`src/rtl/dsfa_pkg.sv`:
```
// Shared types and constants for the dust sensor frame averager.
package dsfa_pkg;

  // Frame markers and layout
  localparam logic [7:0] MARK_OPEN  = 8'd170;
  localparam logic [7:0] MARK_CMD   = 8'd192;
  localparam logic [7:0] MARK_TAIL  = 8'd171;
  localparam int         BCNT_W     = 4;
  localparam logic [BCNT_W-1:0] FRAME_LEN = BCNT_W'(10);

  // Field widths
  localparam int PM_W   = 16;
  localparam int USED_W = 11;
  localparam int CODE_W = 3;

  // Default frame count limit
  localparam int MAX_FRAMES_DEF = 1024;

  // Result codes
  typedef enum logic [CODE_W-1:0] {
    CODE_GOOD = 3'd0,
    CODE_CRC  = 3'd1,
    CODE_BAD  = 3'd2,
    CODE_AVG  = 3'd3,
    CODE_NONE = 3'd4
  } code_t;

  // Controller states
  typedef enum logic [1:0] {
    ST_IDLE,
    ST_DIV,
    ST_OUT
  } state_t;

  // Controller to datapath
  typedef struct packed {
    logic take;      // input beat accepted this cycle
    logic div_step;  // advance both divider lanes
  } cmd_t;

  // Datapath to controller
  typedef struct packed {
    logic emit_now;  // pending item gives a result
    logic need_div;  // pending item is a finish with data
    logic div_last;  // current divider step is the final one
  } sts_t;

endpackage

```
`src/rtl/dsfa_ctrl.sv`:
```
// Controller state machine: handshakes and sequencing of the divide.
module dsfa_ctrl
  import dsfa_pkg::*;
(
  input  logic clk,
  input  logic rst_n,
  input  logic in_valid,
  output logic in_ready,
  output logic out_valid,
  input  logic out_ready,
  input  sts_t sts,
  output cmd_t cmd
);

  state_t state_r, state_nxt;

  // State register
  always_ff @(posedge clk) begin
    if (!rst_n) begin
      state_r <= ST_IDLE;
    end else begin
      state_r <= state_nxt;
    end
  end

  // Next state and commands
  always_comb begin
    state_nxt    = state_r;
    in_ready     = 1'b0;
    out_valid    = 1'b0;
    cmd.take     = 1'b0;
    cmd.div_step = 1'b0;
    case (state_r)
      ST_IDLE: begin
        in_ready = 1'b1;
        if (in_valid) begin
          cmd.take = 1'b1;
          if (sts.need_div) begin
            state_nxt = ST_DIV;
          end else if (sts.emit_now) begin
            state_nxt = ST_OUT;
          end
        end
      end
      ST_DIV: begin
        cmd.div_step = 1'b1;
        if (sts.div_last) begin
          state_nxt = ST_OUT;
        end
      end
      ST_OUT: begin
        out_valid = 1'b1;
        if (out_ready) begin
          state_nxt = ST_IDLE;
        end
      end
      default: begin
        state_nxt = ST_IDLE;
      end
    endcase
  end

  // Input and output sides are never open together
  a_no_overlap: assert property (@(posedge clk) disable iff (!rst_n)
    !(in_ready && out_valid))
    else $error("input ready while result pending");

  // A finish with data always starts the divide
  a_div_start: assert property (@(posedge clk) disable iff (!rst_n)
    cmd.take && sts.need_div |=> state_r == ST_DIV)
    else $error("divide not started");

  // The final divide step presents the result
  a_div_end: assert property (@(posedge clk) disable iff (!rst_n)
    cmd.div_step && sts.div_last |=> out_valid)
    else $error("average not presented after divide");

endmodule

```
`src/rtl/dsfa_div_lane.sv`:
```
// One restoring divider lane: one quotient bit per step.
module dsfa_div_lane
  import dsfa_pkg::*;
#(
  parameter int TOT_W = 27,
  parameter int CNT_W = 11
) (
  input  logic             clk,
  input  logic             load,
  input  logic             step,
  input  logic [TOT_W-1:0] dividend,
  input  logic [CNT_W-1:0] divisor,
  output logic [PM_W-1:0]  quot_lo_nxt
);

  logic [TOT_W-1:0] quot_r, quot_nxt;
  logic [CNT_W-1:0] rem_r, rem_nxt;
  logic [CNT_W:0]   rem_sh;
  logic             ge;

  // Shift in the next dividend bit, subtract when it fits
  always_comb begin
    rem_sh   = {rem_r, quot_r[TOT_W-1]};
    ge       = rem_sh >= {1'b0, divisor};
    rem_nxt  = ge ? CNT_W'(rem_sh - {1'b0, divisor}) : rem_sh[CNT_W-1:0];
    quot_nxt = {quot_r[TOT_W-2:0], ge};
  end

  assign quot_lo_nxt = quot_nxt[PM_W-1:0];

  // Working registers
  always_ff @(posedge clk) begin
    if (load) begin
      quot_r <= dividend;
      rem_r  <= '0;
    end else if (step) begin
      quot_r <= quot_nxt;
      rem_r  <= rem_nxt;
    end
  end

endmodule

```
`src/rtl/dsfa_datapath.sv`:
```
// Datapath: frame buffer, checks, running totals, divider and result register.
module dsfa_datapath
  import dsfa_pkg::*;
#(
  parameter int MAX_FRAMES = MAX_FRAMES_DEF,
  parameter int CNT_W      = $clog2(MAX_FRAMES + 1),
  parameter int TOT_W      = PM_W + CNT_W
) (
  input  logic              clk,
  input  logic              rst_n,
  input  cmd_t              cmd,
  output sts_t              sts,
  input  logic              in_op,
  input  logic [7:0]        in_data_byte,
  output logic [CODE_W-1:0] out_result_code,
  output logic [PM_W-1:0]   out_pm25_tenths,
  output logic [PM_W-1:0]   out_pm10_tenths,
  output logic [USED_W-1:0] out_frames_used
);

  localparam int STEP_W = $clog2(TOT_W);

  logic [7:0]        frame_r [FRAME_LEN];
  logic [BCNT_W-1:0] byte_cnt_r;
  logic              header_r;
  logic [CNT_W-1:0]  good_r;
  logic [TOT_W-1:0]  tot25_r, tot10_r;
  logic [CNT_W-1:0]  den_r;
  logic [STEP_W-1:0] step_r;
  code_t             code_r;
  logic [PM_W-1:0]   pm25_r, pm10_r;
  logic [USED_W-1:0] used_r;

  logic              is_open, close, frame_bad, crc_bad, frame_good, can_add, add;
  logic [BCNT_W-1:0] idx, byte_cnt_nxt;
  logic [7:0]        sum;
  logic [PM_W-1:0]   v25, v10;
  logic [CNT_W-1:0]  good_nxt;
  logic [PM_W-1:0]   q25_lo_nxt, q10_lo_nxt;
  logic              div_load;

  // Byte position and frame checks
  always_comb begin
    is_open      = in_data_byte == MARK_OPEN;
    close        = is_open && header_r;
    idx          = is_open ? '0 : byte_cnt_r;
    byte_cnt_nxt = (idx <= FRAME_LEN) ? idx + 1'b1 : idx;
    frame_bad    = byte_cnt_r != FRAME_LEN || frame_r[1] != MARK_CMD ||
                   frame_r[9] != MARK_TAIL;
    sum          = frame_r[2] + frame_r[3] + frame_r[4] + frame_r[5] +
                   frame_r[6] + frame_r[7];
    crc_bad      = sum != frame_r[8];
    frame_good   = !frame_bad && !crc_bad;
    v25          = {frame_r[3], frame_r[2]};
    v10          = {frame_r[5], frame_r[4]};
    can_add      = good_r < CNT_W'(MAX_FRAMES);
    add          = close && frame_good && can_add;
    good_nxt     = add ? CNT_W'(good_r + 1'b1) : good_r;
    div_load     = cmd.take && in_op && good_r != '0;
  end

  // Status to controller
  assign sts.emit_now = in_op || close;
  assign sts.need_div = in_op && good_r != '0;
  assign sts.div_last = step_r == '0;

  // Control state
  always_ff @(posedge clk) begin
    if (!rst_n) begin
      byte_cnt_r <= '0;
      header_r   <= 1'b0;
      good_r     <= '0;
      tot25_r    <= '0;
      tot10_r    <= '0;
    end else if (cmd.take) begin
      if (in_op) begin
        byte_cnt_r <= '0;
        header_r   <= 1'b0;
        good_r     <= '0;
        tot25_r    <= '0;
        tot10_r    <= '0;
      end else begin
        byte_cnt_r <= byte_cnt_nxt;
        if (is_open) begin
          header_r <= 1'b1;
        end
        good_r <= good_nxt;
        if (add) begin
          tot25_r <= tot25_r + TOT_W'(v25);
          tot10_r <= tot10_r + TOT_W'(v10);
        end
      end
    end
  end

  // Frame buffer
  always_ff @(posedge clk) begin
    if (cmd.take && !in_op && idx < FRAME_LEN) begin
      frame_r[idx] <= in_data_byte;
    end
  end

  // Divisor and step counter
  always_ff @(posedge clk) begin
    if (div_load) begin
      den_r  <= good_r;
      step_r <= STEP_W'(TOT_W - 1);
    end else if (cmd.div_step) begin
      step_r <= step_r - 1'b1;
    end
  end

  dsfa_div_lane #(.TOT_W(TOT_W), .CNT_W(CNT_W)) u_div25 (
    .clk        (clk),
    .load       (div_load),
    .step       (cmd.div_step),
    .dividend   (tot25_r),
    .divisor    (den_r),
    .quot_lo_nxt(q25_lo_nxt)
  );

  dsfa_div_lane #(.TOT_W(TOT_W), .CNT_W(CNT_W)) u_div10 (
    .clk        (clk),
    .load       (div_load),
    .step       (cmd.div_step),
    .dividend   (tot10_r),
    .divisor    (den_r),
    .quot_lo_nxt(q10_lo_nxt)
  );

  // Result register
  always_ff @(posedge clk) begin
    if (cmd.take) begin
      if (in_op) begin
        if (good_r == '0) begin
          code_r <= CODE_NONE;
          used_r <= '0;
        end else begin
          code_r <= CODE_AVG;
          used_r <= USED_W'(good_r);
        end
        pm25_r <= '0;
        pm10_r <= '0;
      end else begin
        code_r <= frame_bad ? CODE_BAD : (crc_bad ? CODE_CRC : CODE_GOOD);
        pm25_r <= frame_good ? v25 : '0;
        pm10_r <= frame_good ? v10 : '0;
        used_r <= USED_W'(good_nxt);
      end
    end else if (cmd.div_step && sts.div_last) begin
      pm25_r <= q25_lo_nxt;
      pm10_r <= q10_lo_nxt;
    end
  end

  assign out_result_code = code_r;
  assign out_pm25_tenths = pm25_r;
  assign out_pm10_tenths = pm10_r;
  assign out_frames_used = used_r;

  // Frame count never passes its limit
  a_good_cap: assert property (@(posedge clk) disable iff (!rst_n)
    good_r <= CNT_W'(MAX_FRAMES))
    else $error("frame count past limit");

  // A finish clears the accumulated state
  a_finish_clear: assert property (@(posedge clk) disable iff (!rst_n)
    cmd.take && in_op |=> good_r == '0 && byte_cnt_r == '0 && !header_r)
    else $error("state not cleared by finish");

endmodule

```
`src/rtl/dust_sensor_frame_averager_core.sv`:
```
// Top level of the dust sensor frame averager.
// Input channel (in_valid/in_ready): one beat per received serial byte
// (in_op = 0) or a finish request (in_op = 1). A byte 170 opens a frame;
// the next 170 closes it and gives one result beat: good, checksum error
// or malformed, with the frame's PM2.5/PM10 readings when good. Good
// readings are summed for up to MAX_FRAMES frames. A finish gives the
// truncated averages (or no data) and clears all accumulated state.
// Output channel (out_valid/out_ready): one beat per result, held until
// taken; no new input beat is accepted while a result waits, so a stalled
// receiver stalls the input side.
// Timing: a byte that closes a frame shows its result the next cycle.
// A finish with data runs two restoring divider lanes in parallel, one
// quotient bit per cycle, then presents the averages. A finish without
// data answers the next cycle.
// Reset (rst_n, synchronous, low) clears frame tracking, the frame count
// and the totals; the controller sits in idle during reset, so in_ready
// is already high when reset is released.
module dust_sensor_frame_averager_core
  import dsfa_pkg::*;
#(
  parameter int MAX_FRAMES = MAX_FRAMES_DEF
) (
  input  logic              clk,
  input  logic              rst_n,
  input  logic              in_valid,
  output logic              in_ready,
  input  logic              in_op,
  input  logic [7:0]        in_data_byte,
  output logic              out_valid,
  input  logic              out_ready,
  output logic [CODE_W-1:0] out_result_code,
  output logic [PM_W-1:0]   out_pm25_tenths,
  output logic [PM_W-1:0]   out_pm10_tenths,
  output logic [USED_W-1:0] out_frames_used
);

  cmd_t cmd;
  sts_t sts;

  dsfa_ctrl u_ctrl (
    .clk      (clk),
    .rst_n    (rst_n),
    .in_valid (in_valid),
    .in_ready (in_ready),
    .out_valid(out_valid),
    .out_ready(out_ready),
    .sts      (sts),
    .cmd      (cmd)
  );

  dsfa_datapath #(.MAX_FRAMES(MAX_FRAMES)) u_dp (
    .clk            (clk),
    .rst_n          (rst_n),
    .cmd            (cmd),
    .sts            (sts),
    .in_op          (in_op),
    .in_data_byte   (in_data_byte),
    .out_result_code(out_result_code),
    .out_pm25_tenths(out_pm25_tenths),
    .out_pm10_tenths(out_pm10_tenths),
    .out_frames_used(out_frames_used)
  );

endmodule

```
`config.mk`:
```
export PLATFORM = sky130hd
export DESIGN_NAME = dust_sensor_frame_averager_core
export DESIGN_NICKNAME = d
export VERILOG_FILES = /design/src/rtl/dsfa_pkg.sv /design/src/rtl/dsfa_ctrl.sv /design/src/rtl/dsfa_div_lane.sv /design/src/rtl/dsfa_datapath.sv /design/src/rtl/dust_sensor_frame_averager_core.sv
export SDC_FILE = /design/constraint.sdc
export NUM_CORES = 1
export LEC_CHECK = 0
export ABC_AREA = 0
export BUFFER_PORTS_ARGS = -buffer_cell sky130_fd_sc_hd__buf_2
export CAP_MARGIN = 20
export CORE_ASPECT_RATIO = 0.8
export CORE_UTILIZATION = 38
export DETAILED_ROUTE_END_ITERATION = 10
export REMOVE_ABC_BUFFERS = 1
export SLEW_MARGIN = 10
export SYNTH_ARGS = -nofsm -noshare
export SYNTH_HDL_FRONTEND = slang
export SYNTH_SLANG_ARGS = --single-unit
```
`constraint.sdc`:
```
create_clock -name clk -period 8.7 [get_ports clk]
set_input_delay 1.305 -clock clk [delete_from_list [all_inputs] [get_ports clk]]
set_output_delay 1.305 -clock clk [all_outputs]
set_load 0.1 [all_outputs]
```
==> results.md <==
- Initial antenna violation count: 0
- Gr usage total: roughly a fifth
- Die height: about 180 um
- Post-cts sizing count: 0
- Num CTS Buffers: 30
- Logic pwr share: 18.9%
- Setup TNS: 0 ns
- Syn avg cell area: ~10 um2
- Sw frac: between 20% and 30%
- Peak VDD IR: between 0.1 and 0.15 mV
- Post-Synth XOR/XNOR Area: 4.187%
- H-tree depth: 1
- Kind of critical path: reg -> reg
- Clock transition at the registers of the reported paths: ~0.07 ns
- Largest net degree at the start of global routing: 69
- Root Driver: clkbuf_16
- Ports: 61
- Largest family of logic cells by synthesized area: simple AND/OR/NAND/NOR gates
- Final Util: a little over two fifths
- Vias: 11330
- CP Launch Type: register
- Worst Setup SP: u_dp.frame_r[5][2]
- Antenna Nets Post-Route: 0
- Mux cell area share after synthesis: 2.267%
- Clock Latency Late Sink: just under 0.6 ns
- Finished Layout Cells: roughly 2100
- Post-synthesis cell type count: just under 80
- DR iter-0 viols: 1003
- Period minus WS final: 5.334 ns
- Compound-gate portion of the synthesized area: between 10% and 20%
- Cells along the critical path: fa_1 -> inv_1 -> fa_1 -> fa_1 -> inv_1 -> ha_1 -> fa_1 -> xor2_1 -> nor4_4 -> nand4b_4 -> or4_1 -> nor2_2 -> buf_4 -> nand2_1 -> o21ai_1
- Hpwl dp: approximately 27000 um
- Worst-Margin Slew: approximately 1.1 ns
- Clock sinks: 282
- Cells after DPL: roughly 2000
- Sequential Power Share: about 45%
- Worst setup EP type: register
- Clock Power Share: 36.1%
- Worst hold path type: reg -> reg
- Sw power: 1.042 mW
- Worst Min Path Start: u_dp.good_r[10]
- Vias per cell: roughly 5.5
- CTS tree: built
- Share of cells above drive strength 1: 10.63%
- P_int: about 2.4 mW
- Drt pass-1 iters: 5
- Top cell by count, worst path: fa_1
- Leakage power: between 6 and 7 nW
- Fin nets: 1620
- Post-CTS Setup Repair Bufs: 0
- Post-route DRC: 0
- Hold Buf Count CTS: 0
- Worst Path Max Fanout: 21
- RSZ-0062 raised after global routing: no
- Post-DR wirelength/cell: roughly 19 um
- Placer Congestion: ~0.87
- PortBufs: 60
- GRT Residual Overflow: 0
- Vias in the first global route: about 11000
- Fin. Hold Viols: 0
- Dpl cell area: around 16000 um2
- Critical path arrival: 5.75 ns
- #FFs+latches synth: 282
- Max_cap viols: 0
- Clk_skew: just under 0.02 ns
- Slew Limit Fails: 0
- Yosys Warn Count: 0
- Syn Std Cell Area: roughly 15000 um2
- CP max stage delay: about 0.75 ns
- Die width: 225.5 um
- Synth async-reset ratio: 0%
- Final setup viols: 0
- Initial Util: 38.56%
- Adder-cell share of the synthesized area: 9.611%
- Final wirelength: 39750 um
- PwrDens: a little over 200 nW/um2
- Core Region: roughly 40000 um2
- Slew headroom: between 20% and 30%
- CP max stage cell: or4_1
- Post-synth EDFFs: 183
- Post-synthesis simple-gate area fraction: 17.89%
- CP required: approximately 9.1 ns
- Status: completed
- Die area: between 40000 and 50000 um2
- Ant. Diodes: 0
- Sequential share of the synthesized area: around half
- FMAX: about 190 MHz
- Fin area: ~17000 um2
- Synth Flop Type: edfxtp_1
- Area Growth Syn to Fin: 11.90%
- Synthesized instance count: 1467
- First-pass GRT wire length: approximately 62000 um
- RR Startpoint: u_dp.frame_r[5][2]
- CTS max path bufs: 3
- Final period util: between 60% and 70%
- Post-layout power: between 3 and 4 mW
- FP Rows: 65
## synth_stat cells (15+ instances only)
cell / n / area (um2)
and2_1: 15 / 93.84
nor2_1: 49 / 183.9
nor3_1: 27 / 135.1
edfxtp_1: 183 / 5495
inv_1: 82 / 307.8
a22o_1: 34 / 297.8
nand2_1: 246 / 923.4
xnor2_1: 44 / 385.4
ha_1: 67 / 838.3
clkbuf_1: 47 / 176.4
xor2_1: 24 / 210.2
a21oi_1: 83 / 415.4
mux2i_1: 33 / 330.3
o21ai_0: 83 / 415.4
nand3_1: 36 / 180.2
dfxtp_1: 99 / 1982
nand4_1: 41 / 256.5
nand2b_1: 23 / 143.9
fa_1: 31 / 620.6
nor4_2: 16 / 200.2
## through the flow
step	hold slack, ns	worst slack [ns]
3_5_place_dp	0.4223	3.418
5_1_grt	0.4465	3.141
4_1_cts	0.4368	3.384
3_3_place_gp	0.4226	3.508
6_report	0.4399	3.366
2_1_floorplan	0.4082	-1.467
## state kept, by name, indices dropped and copies added (netlist names)
name / flops
u_dp.frame_r: 72
u_dp.tot10_r: 27
u_dp.tot25_r: 27
u_dp.u_div10.quot_r: 27
u_dp.u_div25.quot_r: 27
u_dp.out_pm10_tenths: 16
u_dp.out_pm25_tenths: 16
u_dp.den_r: 11
u_dp.good_r: 11
u_dp.out_frames_used: 11
u_dp.u_div10.rem_r: 11
u_dp.u_div25.rem_r: 11
u_dp.step_r: 5
u_dp.byte_cnt_r: 4
u_dp.out_result_code: 3
u_ctrl.state_r: 2
u_dp.header_r: 1
## placed cells by master, fill, tap and decap left out, types with 8 or more instances in the layout
master,netlist,layout
a21o_1,14,14
nand2_1,246,244
fa_1,31,31
clkbuf_16,0,31
a22o_1,34,34
dfxtp_1,99,99
a31oi_1,11,11
xor2_1,24,24
buf_2,7,60
nor2b_1,14,14
mux2i_1,33,33
xnor2_1,44,44
o21ai_0,83,83
nor4_2,16,15
nor3_1,27,27
and3_1,10,10
o31ai_1,10,10
buf_4,2,16
ha_1,67,67
nand2b_1,23,23
edfxtp_1,183,183
and2_1,15,15
inv_1,82,78
nor2_1,49,49
a21oi_1,83,81
nand3_1,36,35
nand4_1,41,41
clkbuf_1,47,8
or4_1,9,9
## worst paths after layout
path / cells after the start / slack [ns] / endpoint
min: 0 / 0.44 / u_dp.den_r[10]
max: 15 / 3.37 / u_dp.out_frames_used[0]
min reg2reg: 0 / 0.44 / u_dp.den_r[10]
max reg2reg: 15 / 3.37 / u_dp.out_frames_used[0]
## per-layer routing
metal | wire length, um | global-route usage [%] | vias up
met1 | 19020 | 28.38 | 5520
met3 | 2573 | 3.936 | 56
met2 | 17290 | 29.89 | 341
met4 | 861 | 4.653 | 0
met5 | 0 | 0 | -
li1 | - | - | 5415
## worst max-delay path, delay by kind of cell (launching register included)
family,cells,cell delay [ns]
adders and majority gates,5,2.24
xor gates and xnor gates,1,0.20
and+or+nand+nor,5,1.64
DFF,1,0.45
buffers and inverters,3,0.47
AOI/OAI and AO/OA,1,0.16
## cell type report
type,instances,area [um2]
clock buffer,43,860.8
timing repair buffer,76,420.4
multi-input combinational,1037,7154
clock inverter,13,95.09
tap,536,670.6
fill,3836,22380
sequential,282,7477
inverter,82,307.8
## cell families (layout without fill, tap and decap cells)
group                      after synthesis  after routing
muxes                                   34             34
xor gates and xnor gates                70             70
and+or+nand+nor                        529            529
AOI/OAI and AO/OA                      306            306
adders and majority gates               98             98
buffers and inverters                  148            214
DFF                                    282            282
## power by group through the flow
stage | sequential (mW) | clock [mW] | combinational, mW
floorplan | 1.71 | 0 | 0.378
finish | 1.57 | 1.26 | 0.656
global route | 1.58 | 1.34 | 0.723
CTS | 1.57 | 1.29 | 0.656
global placement | 1.59 | 0 | 0.644
detailed placement | 1.60 | 0 | 0.655
Note: power is estimated with default switching activity, not from simulation.
